--- src/hdl/sfd_ram.sv ---
// ----------------------------------------------------------------------------
// sfd_ram
// Generic single-write, single-read memory with a registered read port.
// ----------------------------------------------------------------------------
module sfd_ram #(
  parameter int WIDTH = 32,
  parameter int DEPTH = 64,
  localparam int AW = (DEPTH > 1) ? $clog2(DEPTH) : 1
) (
  input  logic             clk,
  input  logic             we,
  input  logic [AW-1:0]    waddr,
  input  logic [WIDTH-1:0] wdata,
  input  logic [AW-1:0]    raddr,
  output logic [WIDTH-1:0] rdata
);

  logic [WIDTH-1:0] mem_r [DEPTH];
  logic [WIDTH-1:0] rdata_r;

  always_ff @(posedge clk) begin
    if (we) begin
      mem_r[waddr] <= wdata;
    end
    rdata_r <= mem_r[raddr];
  end

  assign rdata = rdata_r;

endmodule

--- config.mk ---
export PLATFORM = sky130hd
export DESIGN_NAME = sfd_ram
export DESIGN_NICKNAME = d
export VERILOG_FILES = /design/src/hdl/sfd_ram.sv
export SDC_FILE = /design/constraint.sdc
export NUM_CORES = 2
export LEC_CHECK = 0
export BUFFER_PORTS_ARGS = -buffer_cell sky130_fd_sc_hd__buf_4
export CORE_ASPECT_RATIO = 0.9
export CORE_UTILIZATION = 45
export DETAILED_ROUTE_END_ITERATION = 7
export PLACE_DENSITY_LB_ADDON = 0.1
export SYNTH_ARGS = -nofsm -noshare
export SYNTH_HDL_FRONTEND = slang
export SYNTH_SLANG_ARGS = --single-unit
--- constraint.sdc ---
create_clock -name clk -period 7.51 [get_ports clk]
set_input_delay 1.1265 -clock clk [delete_from_list [all_inputs] [get_ports clk]]
set_output_delay 1.1265 -clock clk [all_outputs]
set_load 0.01 [all_outputs]
==> impl_metrics.ini <==
[timing]
post-route-period-util_pct = 53.86
slew_headroom_pct = 29.76
fmax_mhz = 247.2
final-max-slew-violation-count = 0
fin_tns_setup_ps = 0
finalCriticalPeriod_ps = 4045
setup_slack_ps = 3465
max_slew.worst_pin.slew_ps = 1054
rsz0062_at_grt = false
hold_viol_final = 0
clock_skew_ps = 30.26
hold_slack_ps = 809.5
final-setup-viol-count = 0

[clocking]
cts_setup_buffers = 0
holdBufCountCts = 0
cts_htree_levels = 4
clk_pin_slew_ps = 60
cts_tree = yes
cts-buffers-inserted = 204
cts_buffer_depth = 3
cts_resized = 0
insertion_delay_ps = 830
clock-root-buffer = clkbuf_16
clock_sinks = 2080

[setup_path]
critPathMaxFanout = 68
startpoint_type = input pin
slowest_stage = buf_4
slowest_delay_ps = 840
cp_top_family = simple AND/OR/NAND/NOR gates
critPathRequiredTime_ps = 8250
cp.depth = 7
cp.arrival_ps = 4790
critPathKind = input pin to flip-flop
path_common_cell = nor2_1
ff2ff_path_depth = 5
cp_cell_sequence = buf_8 > buf_4 > nand2b_1 > o22ai_1 > nor2_1 > a21oi_1 > nor2_1
r2r_slack_ps = 5160
worst-path-buf-inv = 2
cp-end-kind = flip-flop

[logic_synthesis]
synth-simple-area-share_pct = 1.265
synth-seq-cells = 2080
avgSynthCellArea_um2 = 23.62
post_synth_xor_area_fraction_pct = 0
synth_top_family_by_area = multiplexers
syn_inst = 3324
synth_top_cell_area_share_pct = 78.33
synth_top_cells_by_area = edfxtp_1 (78%), mux4_2 (16%), mux2i_1 (1.2%), dfxtp_1 (0.82%), o22ai_1 (0.67%)
synth_compound_area_share_pct = 1.673
syn_nets = 3370
synth_area_mm2 = 0.07852
synthMuxAreaShare_pct = 16.79
yosysWarnings = 0
synthDistinctLibCells = 34
yosys.area_share.adder_pct = 0
synth_seq_area_share_pct = 79.14
synth_top_cell_by_area = edfxtp_1

[power_and_ir_drop]
pwr-share-clk_pct = 41.2
ir_worst_vdd_v = 0.0002202
swShare_pct = 21.43
combPwrFrac_pct = 5.0
seq_power_share_pct = 53.8
p_int_w = 0.01887
powerDensity_mw_per_mm2 = 270.1
p_switching_w = 0.005148
leakage_nw = 27.49

[cells_and_area]
fin_util_pct = 51.26
fill_cells = 13440
drive_above_1_share_pct = 29.17
syn2layout_area_growth_pct = 13.23
final_nets = 3571

[global_routing]
grt_pass1_wl_mm = 301.1
antenna_found_initial = 7
top_usage_layer = met2
met2_usage_pct = 40.05
overflow = 0
met1_usage_pct = 35.98
gr-usage-met3_pct = 4.007
grt_pass1_vias = 37730
grt_max_degree = 89
grt.total_usage_pct = 24.86

[place]
port_buffers = 77
hpwl_mm = 115.8
preCtsSetupSlack_ps = 2617
place_congestion = 0.7891

[routing]
antenna_left = 0
avgViaCountPerCell = 6.206
vias = 37100
drtIter0Drc = 4505
first_pass_iters = 5
wl_mm = 216.6
drc = 0
wl_per_cell_um = 36.23

[floorplanning]
core_mm2 = 0.1734
die_w_um = 442.3
fp.dieH_um = 398.3
initial_core_util_pct = 45.27
die_area_mm2 = 0.1762
io_pins = 78
num_rows = 145

[flow_run]
drv_cap = 0

[min_path]
worstHoldPathType = flip-flop to flip-flop
holdPathStages = 4

[status]
status = completed
[cell usage after synthesis]
cell	n
o32ai_1	4
a22oi_1	12
or3_1	3
and2_1	2
nand2b_1	8
a31oi_1	1
nand2_1	26
or3b_1	2
or2_2	1
and3_1	4
edfxtp_1	2048
buf_4	25
nand4_1	2
buf_1	21
a21oi_1	62
buf_2	57
or2_0	1
nor2b_1	15
nor3_1	7
nor2_1	137
or3b_2	3
a311oi_1	8
clkbuf_1	74
dfxtp_1	32
nand3_1	5
o221ai_1	27
buf_6	5
a41o_1	4
or2_1	1
nand3b_1	5
o22ai_1	84
mux2i_1	93
mux4_2	544
nand4b_1	1
[cells by family after synthesis]
group / count (synthesis)
buf+inv: 182
simple gates: 223
compound gates: 202
flops: 2080
mux: 637
[cell usage in the layout, fill, tap and decap left out, drive strengths merged]
cell / Yosys / routed
inv: 0 / 12
or3: 3 / 3
nand4b: 1 / 1
or3b: 5 / 5
o32ai: 4 / 4
buf: 108 / 177
a21oi: 62 / 62
o22ai: 84 / 84
a31oi: 1 / 1
edfxtp: 2048 / 2048
clkinv: 0 / 87
mux2i: 93 / 93
bufinv: 0 / 13
nand2b: 8 / 8
clkinvlp: 0 / 1
nand4: 2 / 2
o221ai: 27 / 27
a41o: 4 / 4
and2: 2 / 2
dfxtp: 32 / 32
nor2b: 15 / 15
a311oi: 8 / 8
nand3b: 5 / 5
and3: 4 / 4
or2: 3 / 3
nand3: 5 / 5
diode: 0 / 1
a22oi: 12 / 12
nor3: 7 / 7
nor2: 137 / 137
nand2: 26 / 26
clkbuf: 74 / 267
mux4: 544 / 544
[tightest hold or removal path, stage by stage (launching register included)]
cell and delay [ps]:
edfxtp_1 320, mux2i_1 70, nand2_1 70, a311oi_1 110, nor3_1 180
[power by group through the flow]
stage	combinational, W	clock, W	sequential, W
after global routing	0.00126	0.0105	0.0129
after floorplan	0.000625	0	0.0131
after CTS	0.00121	0.0101	0.0129
after global placement	0.00119	0	0.0132
final	0.00120	0.00990	0.0129
after detailed placement	0.00121	0	0.0132
[metal layers]
metal  share of wire (%)  vias up
li1                    -    14700
met4                 2.0        2
met3                 7.4      276
met1                  42    20550
met5              0.0060        -
met2                  48     1577
[final cells by class]
class / count / area (um2) / area share (%)
well taps: 2278 / 2850 / 3.206
clock buffers: 267 / 5474 / 6.157
diodes: 1 / 2.502 / 0.002815
flip-flops and latches: 2080 / 62140 / 69.89
repair buffers: 177 / 1493 / 1.679
clock inverters: 113 / 962.2 / 1.082
multi-input cells: 1062 / 15990 / 17.98
[flip-flops by register name (all words and copies together), names as in the netlist]
name,flops
mem_r,2048
rdata,32
[worst paths after layout]
check,to,start
worst max register to register,rdata[31],mem_r[7][31]
worst min-delay path,rdata[17],mem_r[12][17]
worst max-delay path,rdata[1],raddr[1]
worst min register to register,rdata[17],mem_r[12][17]
[stage by stage]
stage	power [W]	cells	area (um2)
2_1_floorplan	0.01376	3324	78520
3_3_place_gp	0.01435	5597	82470
3_5_place_dp	0.01438	5597	82470
4_1_cts	0.02422	5977	88900
5_1_grt	0.02470	5977	88900
6_report	0.02402	5978	88910
No activity file was read; power rests on OpenSTA's default activity.
